File: config.mk
export PLATFORM = sky130hd
export DESIGN_NAME = naive_substring_matcher_core
export DESIGN_NICKNAME = d
export VERILOG_FILES = /design/src/nsm_pkg.sv /design/src/nsm_match.sv /design/src/nsm_track.sv /design/src/naive_substring_matcher_core.sv
export SDC_FILE = /design/constraint.sdc
export NUM_CORES = 1
export LEC_CHECK = 0
export ABC_AREA = 1
export ABC_CLOCK_PERIOD_IN_PS = 12300
export BUFFER_PORTS_ARGS = -buffer_cell sky130_fd_sc_hd__buf_2
export CORE_MARGIN = 1
export CORE_UTILIZATION = 35
export DETAILED_ROUTE_END_ITERATION = 16
export PLACE_DENSITY = 0.54
export RECOVER_POWER = 50
export SYNTH_ARGS = -nofsm -noshare
export SYNTH_HDL_FRONTEND = slang
export SYNTH_HIERARCHICAL = 1
export SYNTH_SLANG_ARGS = --single-unit
File: constraint.sdc
create_clock -name clk -period 12.3 [get_ports clk]
set_clock_uncertainty 0.15 [all_clocks]
set_input_delay 1.845 -clock clk [delete_from_list [all_inputs] [get_ports clk]]
set_output_delay 1.845 -clock clk [all_outputs]
set_load 0.01 [all_outputs]
File: src/nsm_pkg.sv
// nsm_pkg: shared constants, codes and types of the naive substring matcher
// used by nsm_match, nsm_track and naive_substring_matcher_core; no dependencies

package nsm_pkg;

	// pattern storage
	localparam int MAX_PATTERN = 16;
	localparam int CHAR_W      = 8;
	localparam int LEN_W       = 5;
	localparam int SLOT_W      = $clog2(MAX_PATTERN);
	localparam int PAT_W       = MAX_PATTERN * CHAR_W;
	localparam int REG_W       = 64;

	// text positions
	localparam int MAX_TEXT  = 65536;
	localparam int POS_W     = 16;
	localparam int POS_LIMIT = (MAX_TEXT < 65536) ? MAX_TEXT : 65536;
	localparam int CNT_W     = $clog2(POS_LIMIT + 1);

	// configuration register indexes
	localparam int IDX_W = 2;
	localparam logic [IDX_W-1:0] REG_PAT_LEN  = 2'd0;
	localparam logic [IDX_W-1:0] REG_PAT_LOW  = 2'd1;
	localparam logic [IDX_W-1:0] REG_PAT_HIGH = 2'd2;

	// result tdata: 37 bits of fields padded to 40
	localparam int OUT_DATA_W = 40;

	typedef enum logic [1:0] {
		ST_FOUND     = 2'd0,
		ST_TOO_SHORT = 2'd1,
		ST_NO_MATCH  = 2'd2
	} status_t;

	// one byte moving from the input register into the result register
	typedef struct packed {
		logic adv;
		logic last;
		logic eq;
	} step_t;

	typedef struct packed {
		logic             hit;
		logic [POS_W-1:0] hit_position;
		logic             hit_is_first;
		logic             text_end;
		status_t          search_status;
		logic [POS_W-1:0] first_position;
		logic             position_overflow;
	} result_t;

endpackage

File: src/nsm_match.sv
// nsm_match: window of the most recent text bytes and the parallel pattern compare
// depends on nsm_pkg

module nsm_match (
	input  logic                          clk,
	input  logic                          adv,
	input  logic [nsm_pkg::CHAR_W-1:0]    text_char,
	input  logic [nsm_pkg::PAT_W-1:0]     pattern,
	input  logic [nsm_pkg::LEN_W-1:0]     eff_len,
	output logic                          eq
);

	logic [nsm_pkg::CHAR_W-1:0] window_q   [nsm_pkg::MAX_PATTERN];
	logic [nsm_pkg::CHAR_W-1:0] window_new [nsm_pkg::MAX_PATTERN];
	logic [nsm_pkg::SLOT_W-1:0] sel        [nsm_pkg::MAX_PATTERN];
	logic [nsm_pkg::MAX_PATTERN-1:0] slot_ok;

	// slot 0 holds the newest byte, the one arriving now
	always_comb begin
		window_new[0] = text_char;
		for (int j = 1; j < nsm_pkg::MAX_PATTERN; j++) begin
			window_new[j] = window_q[j-1];
		end
	end

	// pattern byte k sits len-1-k slots back; bytes beyond the length always agree
	always_comb begin
		for (int k = 0; k < nsm_pkg::MAX_PATTERN; k++) begin
			sel[k] = nsm_pkg::SLOT_W'(eff_len - nsm_pkg::LEN_W'(1) - nsm_pkg::LEN_W'(k));
			slot_ok[k] = (nsm_pkg::LEN_W'(k) >= eff_len) ||
				(window_new[sel[k]] ==
				 pattern[k*nsm_pkg::CHAR_W +: nsm_pkg::CHAR_W]);
		end
	end

	assign eq = &slot_ok;

	always_ff @(posedge clk) begin
		if (adv) begin
			for (int j = 0; j < nsm_pkg::MAX_PATTERN; j++) begin
				window_q[j] <= window_new[j];
			end
		end
	end

endmodule

File: src/nsm_track.sv
// nsm_track: per-text position count, first-hit tracking and result formation
// depends on nsm_pkg

module nsm_track (
	input  logic                       clk,
	input  logic                       arst_n,
	input  nsm_pkg::step_t             step,
	input  logic [nsm_pkg::LEN_W-1:0]  eff_len,
	output nsm_pkg::result_t           res
);

	logic [nsm_pkg::CNT_W-1:0] count_q;
	logic                      found_q;
	logic [nsm_pkg::POS_W-1:0] first_q;
	logic                      ovf_q;

	logic                      at_limit;
	logic [nsm_pkg::POS_W-1:0] idx;
	logic [nsm_pkg::POS_W:0]   span;
	logic [nsm_pkg::POS_W-1:0] hpos;
	logic                      hit;
	logic                      is_first;
	logic [nsm_pkg::CNT_W-1:0] count_next;
	logic                      found_next;
	logic [nsm_pkg::POS_W-1:0] first_next;
	logic                      ovf_next;

	always_comb begin
		at_limit   = count_q >= nsm_pkg::CNT_W'(nsm_pkg::POS_LIMIT);
		idx        = at_limit ? nsm_pkg::POS_W'(nsm_pkg::POS_LIMIT - 1)
		                      : count_q[nsm_pkg::POS_W-1:0];
		count_next = at_limit ? count_q : count_q + nsm_pkg::CNT_W'(1);
		ovf_next   = ovf_q | at_limit;

		// bytes seen so far in this text, capped; a hit needs at least len of them
		span       = {1'b0, idx} + (nsm_pkg::POS_W+1)'(1);
		hit        = step.eq && (span >= (nsm_pkg::POS_W+1)'(eff_len));
		hpos       = nsm_pkg::POS_W'(span - (nsm_pkg::POS_W+1)'(eff_len));
		is_first   = hit && !found_q;
		found_next = found_q | hit;
		first_next = is_first ? hpos : first_q;

		res.hit               = hit;
		res.hit_position      = hit ? hpos : '0;
		res.hit_is_first      = is_first;
		res.text_end          = step.last;
		res.position_overflow = ovf_next;
		res.search_status     = nsm_pkg::ST_FOUND;
		res.first_position    = '0;
		if (step.last) begin
			if (found_next) begin
				res.first_position = first_next;
			end else if (count_next < nsm_pkg::CNT_W'(eff_len)) begin
				res.search_status = nsm_pkg::ST_TOO_SHORT;
			end else begin
				res.search_status = nsm_pkg::ST_NO_MATCH;
			end
		end
	end

	always_ff @(posedge clk or negedge arst_n) begin
		if (!arst_n) begin
			count_q <= '0;
			found_q <= 1'b0;
			first_q <= '0;
			ovf_q   <= 1'b0;
		end else if (step.adv) begin
			if (step.last) begin
				count_q <= '0;
				found_q <= 1'b0;
				first_q <= '0;
				ovf_q   <= 1'b0;
			end else begin
				count_q <= count_next;
				found_q <= found_next;
				first_q <= first_next;
				ovf_q   <= ovf_next;
			end
		end
	end

endmodule

File: src/naive_substring_matcher_core.sv
// Streaming substring matcher: one text byte per transaction on the slave side, tlast on the
// final byte of a text; one result per byte on the master side, in order. The block takes a
// byte every clock cycle while the master side keeps tready high: a byte goes into the input
// register, is compared in parallel against the configured pattern (up to 16 bytes) and its
// result is written to the output register once that register is empty or being emptied.
// Otherwise the byte waits in the input register. A hit is
// reported on the byte where an occurrence ends, overlapping ones included. The result for
// the tlast byte also carries the search status and the first match position, after which
// all per-text state clears. Positions saturate at 65535 and raise a sticky overflow flag.
// Write the pattern registers only while no text is in flight.
// depends on nsm_pkg, nsm_match, nsm_track

module naive_substring_matcher_core (
	input  logic                              clk,
	input  logic                              arst_n,
	// configuration
	input  logic                              cfg_we,
	input  logic [nsm_pkg::IDX_W-1:0]         cfg_index,
	input  logic [nsm_pkg::REG_W-1:0]         cfg_wdata,
	// text bytes
	input  logic                              s_tvalid,
	output logic                              s_tready,
	input  logic [7:0]                        s_tdata,   // text_char
	input  logic                              s_tlast,   // text_last
	// results
	output logic                              m_tvalid,
	input  logic                              m_tready,
	// hit, hit_position[16:1], hit_is_first, search_status[19:18],
	// first_position[35:20], position_overflow, zero padding[39:37]
	output logic [nsm_pkg::OUT_DATA_W-1:0]    m_tdata,
	output logic                              m_tlast    // text_end
);

	logic [nsm_pkg::LEN_W-1:0]  pat_len_q;
	logic [nsm_pkg::REG_W-1:0]  pat_low_q;
	logic [nsm_pkg::REG_W-1:0]  pat_high_q;
	logic [nsm_pkg::LEN_W-1:0]  eff_len;

	logic                       valid_s1;
	logic [7:0]                 char_s1;
	logic                       last_s1;

	logic                       out_valid_q;
	nsm_pkg::result_t           out_q;

	logic                       adv;
	logic                       eq;
	nsm_pkg::step_t             step;
	nsm_pkg::result_t           res;

	always_ff @(posedge clk or negedge arst_n) begin
		if (!arst_n) begin
			pat_len_q  <= nsm_pkg::LEN_W'(1);
			pat_low_q  <= '0;
			pat_high_q <= '0;
		end else if (cfg_we) begin
			case (cfg_index)
				nsm_pkg::REG_PAT_LEN:  pat_len_q  <= cfg_wdata[nsm_pkg::LEN_W-1:0];
				nsm_pkg::REG_PAT_LOW:  pat_low_q  <= cfg_wdata;
				nsm_pkg::REG_PAT_HIGH: pat_high_q <= cfg_wdata;
				default: ;
			endcase
		end
	end

	// zero counts as one byte, anything beyond the window as the full window
	always_comb begin
		if (pat_len_q == '0) begin
			eff_len = nsm_pkg::LEN_W'(1);
		end else if (pat_len_q > nsm_pkg::LEN_W'(nsm_pkg::MAX_PATTERN)) begin
			eff_len = nsm_pkg::LEN_W'(nsm_pkg::MAX_PATTERN);
		end else begin
			eff_len = pat_len_q;
		end
	end

	// a byte moves on when the result register is empty or being emptied
	assign adv      = valid_s1 && (!out_valid_q || m_tready);
	assign s_tready = !valid_s1 || adv;

	always_ff @(posedge clk or negedge arst_n) begin
		if (!arst_n) begin
			valid_s1 <= 1'b0;
		end else if (s_tready) begin
			valid_s1 <= s_tvalid;
		end
	end

	always_ff @(posedge clk) begin
		if (s_tvalid && s_tready) begin
			char_s1 <= s_tdata;
			last_s1 <= s_tlast;
		end
	end

	nsm_match u_match (
		.clk       (clk),
		.adv       (adv),
		.text_char (char_s1),
		.pattern   ({pat_high_q, pat_low_q}),
		.eff_len   (eff_len),
		.eq        (eq)
	);

	always_comb begin
		step.adv  = adv;
		step.last = last_s1;
		step.eq   = eq;
	end

	nsm_track u_track (
		.clk     (clk),
		.arst_n  (arst_n),
		.step    (step),
		.eff_len (eff_len),
		.res     (res)
	);

	always_ff @(posedge clk or negedge arst_n) begin
		if (!arst_n) begin
			out_valid_q <= 1'b0;
		end else if (adv) begin
			out_valid_q <= 1'b1;
		end else if (m_tready) begin
			out_valid_q <= 1'b0;
		end
	end

	always_ff @(posedge clk) begin
		if (adv) begin
			out_q <= res;
		end
	end

	assign m_tvalid = out_valid_q;
	assign m_tlast  = out_q.text_end;
	assign m_tdata  = {3'b000,
	                   out_q.position_overflow,
	                   out_q.first_position,
	                   out_q.search_status,
	                   out_q.hit_is_first,
	                   out_q.hit_position,
	                   out_q.hit};

endmodule

; After elaboration in Yosys (flattened, before gate mapping)
; Memory sizes are Yosys's and may differ from the RTL's.
; Cells that the tools add are included.
[totals]
mem_count = 1
register_bits = 217
ram_bits = 128
out_inout_bits = 43
[classes]
mux = 62
n_lt_le_gt_ge = 36
eq_ne = 18
n_addsub = 19
bitwise = 19
n_reduce_logical = 34
[memory_table]
columns = name, words, width, read_ports, rd_ports_with_merged_regs, write_ports, line
row1 = u_match.window_q, 16, 8, 15, 0, 16, nsm_match.sv:13  ; logic [nsm_pkg::CHAR_W-1:0] window_q [nsm_pkg::MAX_PATTERN];
[op_table]
columns = operator, count
row1 = $bmux 8 s4, 16
row2 = $mux 8, 32
row3 = $eq 8x8->1, 16
row4 = $ge 5x5->1 const B, 16
row5 = $not 4->5, 16
row6 = $mux 16, 3
row7 = $ge 4x5->1 const A, 8
row8 = $mux 17, 2
row9 = $sub 4x4->4 const B, 8
row10 = $ge 3x5->1 const A, 4
row11 = $logic_or 1x1->1, 18
row12 = $add 16x1->17 const B, 1
row13 = $add 17x1->17 const B, 1
row14 = $ge 17x17->1 const B, 1
row15 = $ge 17x5->1, 1
row16 = $lt 17x5->1, 1
row17 = $reduce_and 16->1, 1
row18 = $sub 16x5->16, 1
row19 = $sub 4x3->4 const B, 4
row20 = $ge 1x5->1 const A, 2
row21 = $ge 2x5->1 const A, 2
row22 = $mux 5, 2
row23 = $reduce_and 2->1, 4
row24 = $sub 4x1->4 const B, 2
row25 = 14 further kinds, 26

; Depth between registers and ports, before layout
[logic_depth]
word_depth = 16
ltp_mapped = 36
ltp_nobuf = 29

; Hierarchy
; The synthesis kept the hierarchy.
[by_module_without_submodules]
columns = mod, area_per_inst_um2, cells_per_inst, n_inst, seq_area_each_um2
row1 = nsm_match, 14352.5, 2629, 1, 3603.5
row2 = naive_substring_matcher_core, 7031.7, 576, 1, 4790.8
row3 = nsm_track, 3563.4, 565, 1, 875.8

; Worst setup path before layout
; No wires, ideal clock.
[synth_path]
path_type = in2reg
start = input port m_tready
end = register u_track/count_q[0] (netlist bit)
t_arrival_ns = 11.724
setup_slack_ns = 0.261
stages = 7
cell_sequence = inv_1 a21oi_1 inv_1 nor2_1 inv_1 clkbuf_1 o22ai_1
[synth_via]
elab_chain_cells = 2
[synth_lines]
columns = element, line
row1 = start: declaration, naive_substring_matcher_core.sv:27  ; input logic m_tready,
row2 = $logic_or 1x1->1, naive_substring_matcher_core.sv:78  ; assign adv = valid_s1 && (!out_valid_q || m_tready);
row3 = $logic_and 1x1->1, naive_substring_matcher_core.sv:78
row4 = named net adv, naive_substring_matcher_core.sv:46  ; logic adv;
row5 = end signal: assignment, nsm_track.sv:74  ; count_q <= count_next;
row6 = end: declaration, nsm_track.sv:12  ; logic [nsm_pkg::CNT_W-1:0] count_q;
; The timed path passes the listed nets, and every way through them passes these cells.
; A chain may end at the register's enable or synchronous reset.

; Final worst setup path
[layout_path]
start = register pat_len_q[1] (netlist bit)
end = register out_q (netlist bit m_tdata[21]) (data pin)
[layout_via]
elab_chain_cells = 15
[layout_lines]
columns = element, line
row1 = start: declaration, naive_substring_matcher_core.sv:34  ; logic [nsm_pkg::LEN_W-1:0] pat_len_q;
row2 = start signal: assignment, naive_substring_matcher_core.sv:53  ; pat_len_q <= nsm_pkg::LEN_W'(1);
row3 = start signal: assignment, naive_substring_matcher_core.sv:58  ; nsm_pkg::REG_PAT_LEN: pat_len_q <= cfg_wdata[nsm_pkg::LEN_W-1:0];
row4 = $gt 5x5->1, naive_substring_matcher_core.sv:70  ; end else if (pat_len_q > nsm_pkg::LEN_W'(nsm_pkg::MAX_PATTERN)) begin
row5 = $mux 5, naive_substring_matcher_core.sv:70
row6 = $mux 5 (*), naive_substring_matcher_core.sv:68  ; if (pat_len_q == '0) begin
row7 = "named net eff_len, one bit", naive_substring_matcher_core.sv:37  ; logic [nsm_pkg::LEN_W-1:0] eff_len;
row8 = $sub 4x1->4, nsm_match.sv:29  ; sel[k] = nsm_pkg::SLOT_W'(eff_len - nsm_pkg::LEN_W'(1) - nsm_pkg::LEN_W'(k));
row9 = $sub 4x1->4 (tied with other cells), nsm_match.sv:29
row10 = $not 4->5 (not written as such), nsm_match.sv:31  ; (window_new[sel[k]] ==
row11 = $bmux 8 s4, nsm_match.sv:31
row12 = $mux 8 (not written as such) (2 in series), nsm_match.sv:31
row13 = $eq 8x8->1, nsm_match.sv:31
row14 = $logic_or 1x1->1, nsm_match.sv:30  ; slot_ok[k] = (nsm_pkg::LEN_W'(k) >= eff_len) ||
row15 = $reduce_and 16->1 (*), nsm_match.sv:36  ; assign eq = &slot_ok;
row16 = named net eq, naive_substring_matcher_core.sv:47  ; logic eq;
row17 = $logic_and 1x1->1 (*), nsm_track.sv:37  ; hit = step.eq && (span >= (nsm_pkg::POS_W+1)'(eff_len));
row18 = $or 1x1->1 or $logic_and 1x1->1 (tied branches), "nsm_track.sv:40, nsm_track.sv:39"
row19 = $reduce_and 2->1 (no source line) or $mux 16 (tied branches), -
row20 = end signal: assignment, naive_substring_matcher_core.sv:131  ; out_q <= res;
row21 = end: declaration, naive_substring_matcher_core.sv:44  ; nsm_pkg::result_t out_q;
; Mark *: on every way through the listed nets, which the timed path passes. The rest lies on a longest branch. The select of a mux whose other input is x is not followed.

==> reports/results.ini <==
[hold_path]
hold_path_class = register to register
holdPathEnd = u_match/window_q[1][12]$_DFFE_PP_
hold_depth = 0
hold_start = u_match/window_q[1][4]$_DFFE_PP_

[layout]
seq_area_um2 = 9270
drive_gt1_frac = 0.0909
insertedDiodeCount = 0
final_nets = 3883
syn_to_final_growth_pct = 8.56
design_area_um2 = 27100
fillCellCount = 7553
multiInputGateArea_um2 = 13100

[clock_tree]
cts_tree = built
cts_resized = 0
cts_root_buf = clkbuf_16
postCtsSetupBuffers = 0
clk_pin_slew_ns = 0.06
htreeDepth = 2
cts_max_path_buffers = 3
hold_buffers = 0
cts_buffers = 42
clk_latency_ns = 0.59
clock-sinks = 337

[global_routing]
antenna_found_initial = 0
grt_usage = 0.226
grt_use_met3 = 0.0317
top_usage_layer = met2
grt.met2_usage = 0.347
gr-total-overflow = 0
grt_max_degree = 184
grt_pass1_vias = 21097
grt_use_met1 = 0.329
grt_pass1_wl_um = 126000

[worst_setup_path]
timing.rr.end = m_tdata[21]$_DFFE_PP_
path_class = register to register
r2r_start = pat_len_q[1]$_DFFE_PN0P_
r2r_setup_slack_ns = 4.87
rr_worst_depth = 31
cp-end-kind = register
required_ns = 12.58
cp_slowest_cell = ha_2
start_kind = register
crit_fanout = 183
crit_path_max_incr_delay_ns = 0.90
cp_common_cell = nand2_1
crit_arrival_ns = 7.72

[routing]
routed_wl_um = 81600
vias_per_cell = 4.98
first_pass_iters = 8
final_antenna_net_count = 0
vias = 23691
drc_errors = 0
wl_per_cell_um = 17.1
drt_iter0_drc = 2330

[die]
io_pins = 123
dieArea_um2 = 72400
num_rows = 97
design.core.area_um2 = 70300
dieWidth_um = 269
start_util = 0.355
die_y_um = 269

[synthesis]
syn_avg_cell_area_um2 = 6.62
ys_seq_elements = 337
synth.most_common_cell = nand2_1
yosys.area.top_type = nand2_1
syn_area_um2 = 24900
seq_area_frac_synth = 0.372
synth_ff_type = dfrtp_1
ys_async_sr_fraction = 0.504
syn_inst = 3770
ys_top_cells_by_count = nand2_1 (1930), nand3_1 (447), inv_1 (315), dfrtp_1 (169), edfxtp_1 (167)
ys_types = 47
synth_area_leaders = nand2_1 (29%), edfxtp_1 (20%), dfrtp_1 (17%)
ys_warn_count = 6
synth_top_area_share = 0.290
synth_edf_count = 167

[place]
routabilityCongestion = 0.944
io_buffers = 119
dpl_cell_area_um2 = 25700
dp_hpwl_um = 60300

[power_and_ir_drop]
p_total_mw = 6.11
power_leakage_nw = 14.1
power_density_nw_per_um2 = 226
peakVddDrop_v = 0.000120

[sta]
slew_headroom = -1.23
period_share = 0.604
setup_viol = 0
rsz0062_at_grt = false
slew_violations = 285
period_needed_ns = 7.43
fin_tns_setup_ns = 0
worst_pin_slew_ns = 3.35
max_freq_ghz = 0.135
finalHoldViolCount = 0

[run_status]
status = complete, but fails checks
violations = max-capacitance violations, max-slew violations

[job]
maxCapViolCount = 5

routing by layer:
metal	wire, um	vias up
li1	-	11969
met1	38500	10918
met2	35500	715
met3	5390	89
met4	2120	0
met5	0	-
logic make-up after synthesis:
logic type      synth area share
fa+ha+maj                0.00933
xor+xnor                 0.00878
buf+inv                   0.0982
other cells             0.000150
compound gates            0.0593
flops                      0.372
simple gates               0.453
flip-flops by register name, summed over array words and instances, names as in the netlist, 5 cells and up:
name and flops:
m_tdata 37, char_s1 8, u_track/first_q 16, u_match/window_q 120
pat_low_q 64, pat_len_q 5, pat_high_q 64, u_track/count_q 17
metrics by stage:
step,utilization,setup WS (ns),instances,hold slack [ns]
4_1_cts,0.388,4.95,4759,0.323
5_1_grt,0.385,4.20,4759,0.336
3_5_place_dp,0.366,4.96,4681,0.312
2_1_floorplan,-,0.261,3772,0.295
6_report,0.385,4.87,4759,0.321
3_3_place_gp,0.366,5.01,4681,0.313
cell usage in the layout (no fill, tap or decap), types with 10 or more instances in the layout:
cell / instances
nand2_1: 1930
nand3_1: 448
inv_1: 317
dfrtp_1: 169
edfxtp_1: 167
buf_2: 114
nor2_1: 108
o21ai_0: 104
o21ai_2: 62
nand3b_1: 62
clkbuf_16: 46
nand4_1: 36
nand2_2: 33
o21ai_1: 30
xor2_1: 22
clkbuf_1: 19
buf_4: 17
ha_1: 16
nor2_2: 13
a21oi_1: 11
nand2_4: 10
cell type report:
| type | instances | share of cell area |
|---|---|---|
| repair buffers | 142 | 0.0279 |
| multi-input cells | 2937 | 0.485 |
| clock buffers | 57 | 0.0448 |
| well taps | 940 | 0.0434 |
| flip-flops and latches | 337 | 0.342 |
| clock inverters | 21 | 0.0114 |
| inverters | 325 | 0.0451 |
power breakdown:
part | internal (mW) | switching, mW | total, mW | leakage [nW]
clock network | 0.824 | 0.528 | 1.35 | 0.726
registers | 1.35 | 0.125 | 1.47 | 3.77
logic | 0.916 | 2.37 | 3.28 | 9.64
worst max-delay path, delay by kind of cell, from the launching register on:
kind	cells	cell delay [ns]
AND/OR/NAND/NOR	24	3.21
buffers and inverters	5	2.34
adder cells (fa/ha/maj)	1	0.90
flip-flops	1	0.40
AO/OA/AOI/OAI	1	0.16
worst max-delay path by stage:
stage | from | to | slack, ns
finish | pat_len_q[1]$_DFFE_PN0P_ | m_tdata[21]$_DFFE_PP_ | 4.87
global route | arst_n | pat_high_q[25]$_DFFE_PN0P_ | 4.20
CTS | pat_len_q[1]$_DFFE_PN0P_ | m_tdata[21]$_DFFE_PP_ | 4.95
detailed placement | pat_len_q[2]$_DFFE_PN0P_ | m_tdata[21]$_DFFE_PP_ | 4.96
global placement | pat_len_q[2]$_DFFE_PN0P_ | m_tdata[22]$_DFFE_PP_ | 5.01
floorplan | m_tready | u_track/count_q[0]$_DFFE_PN0P_ | 0.26
Power figures use the tool's default switching activity.
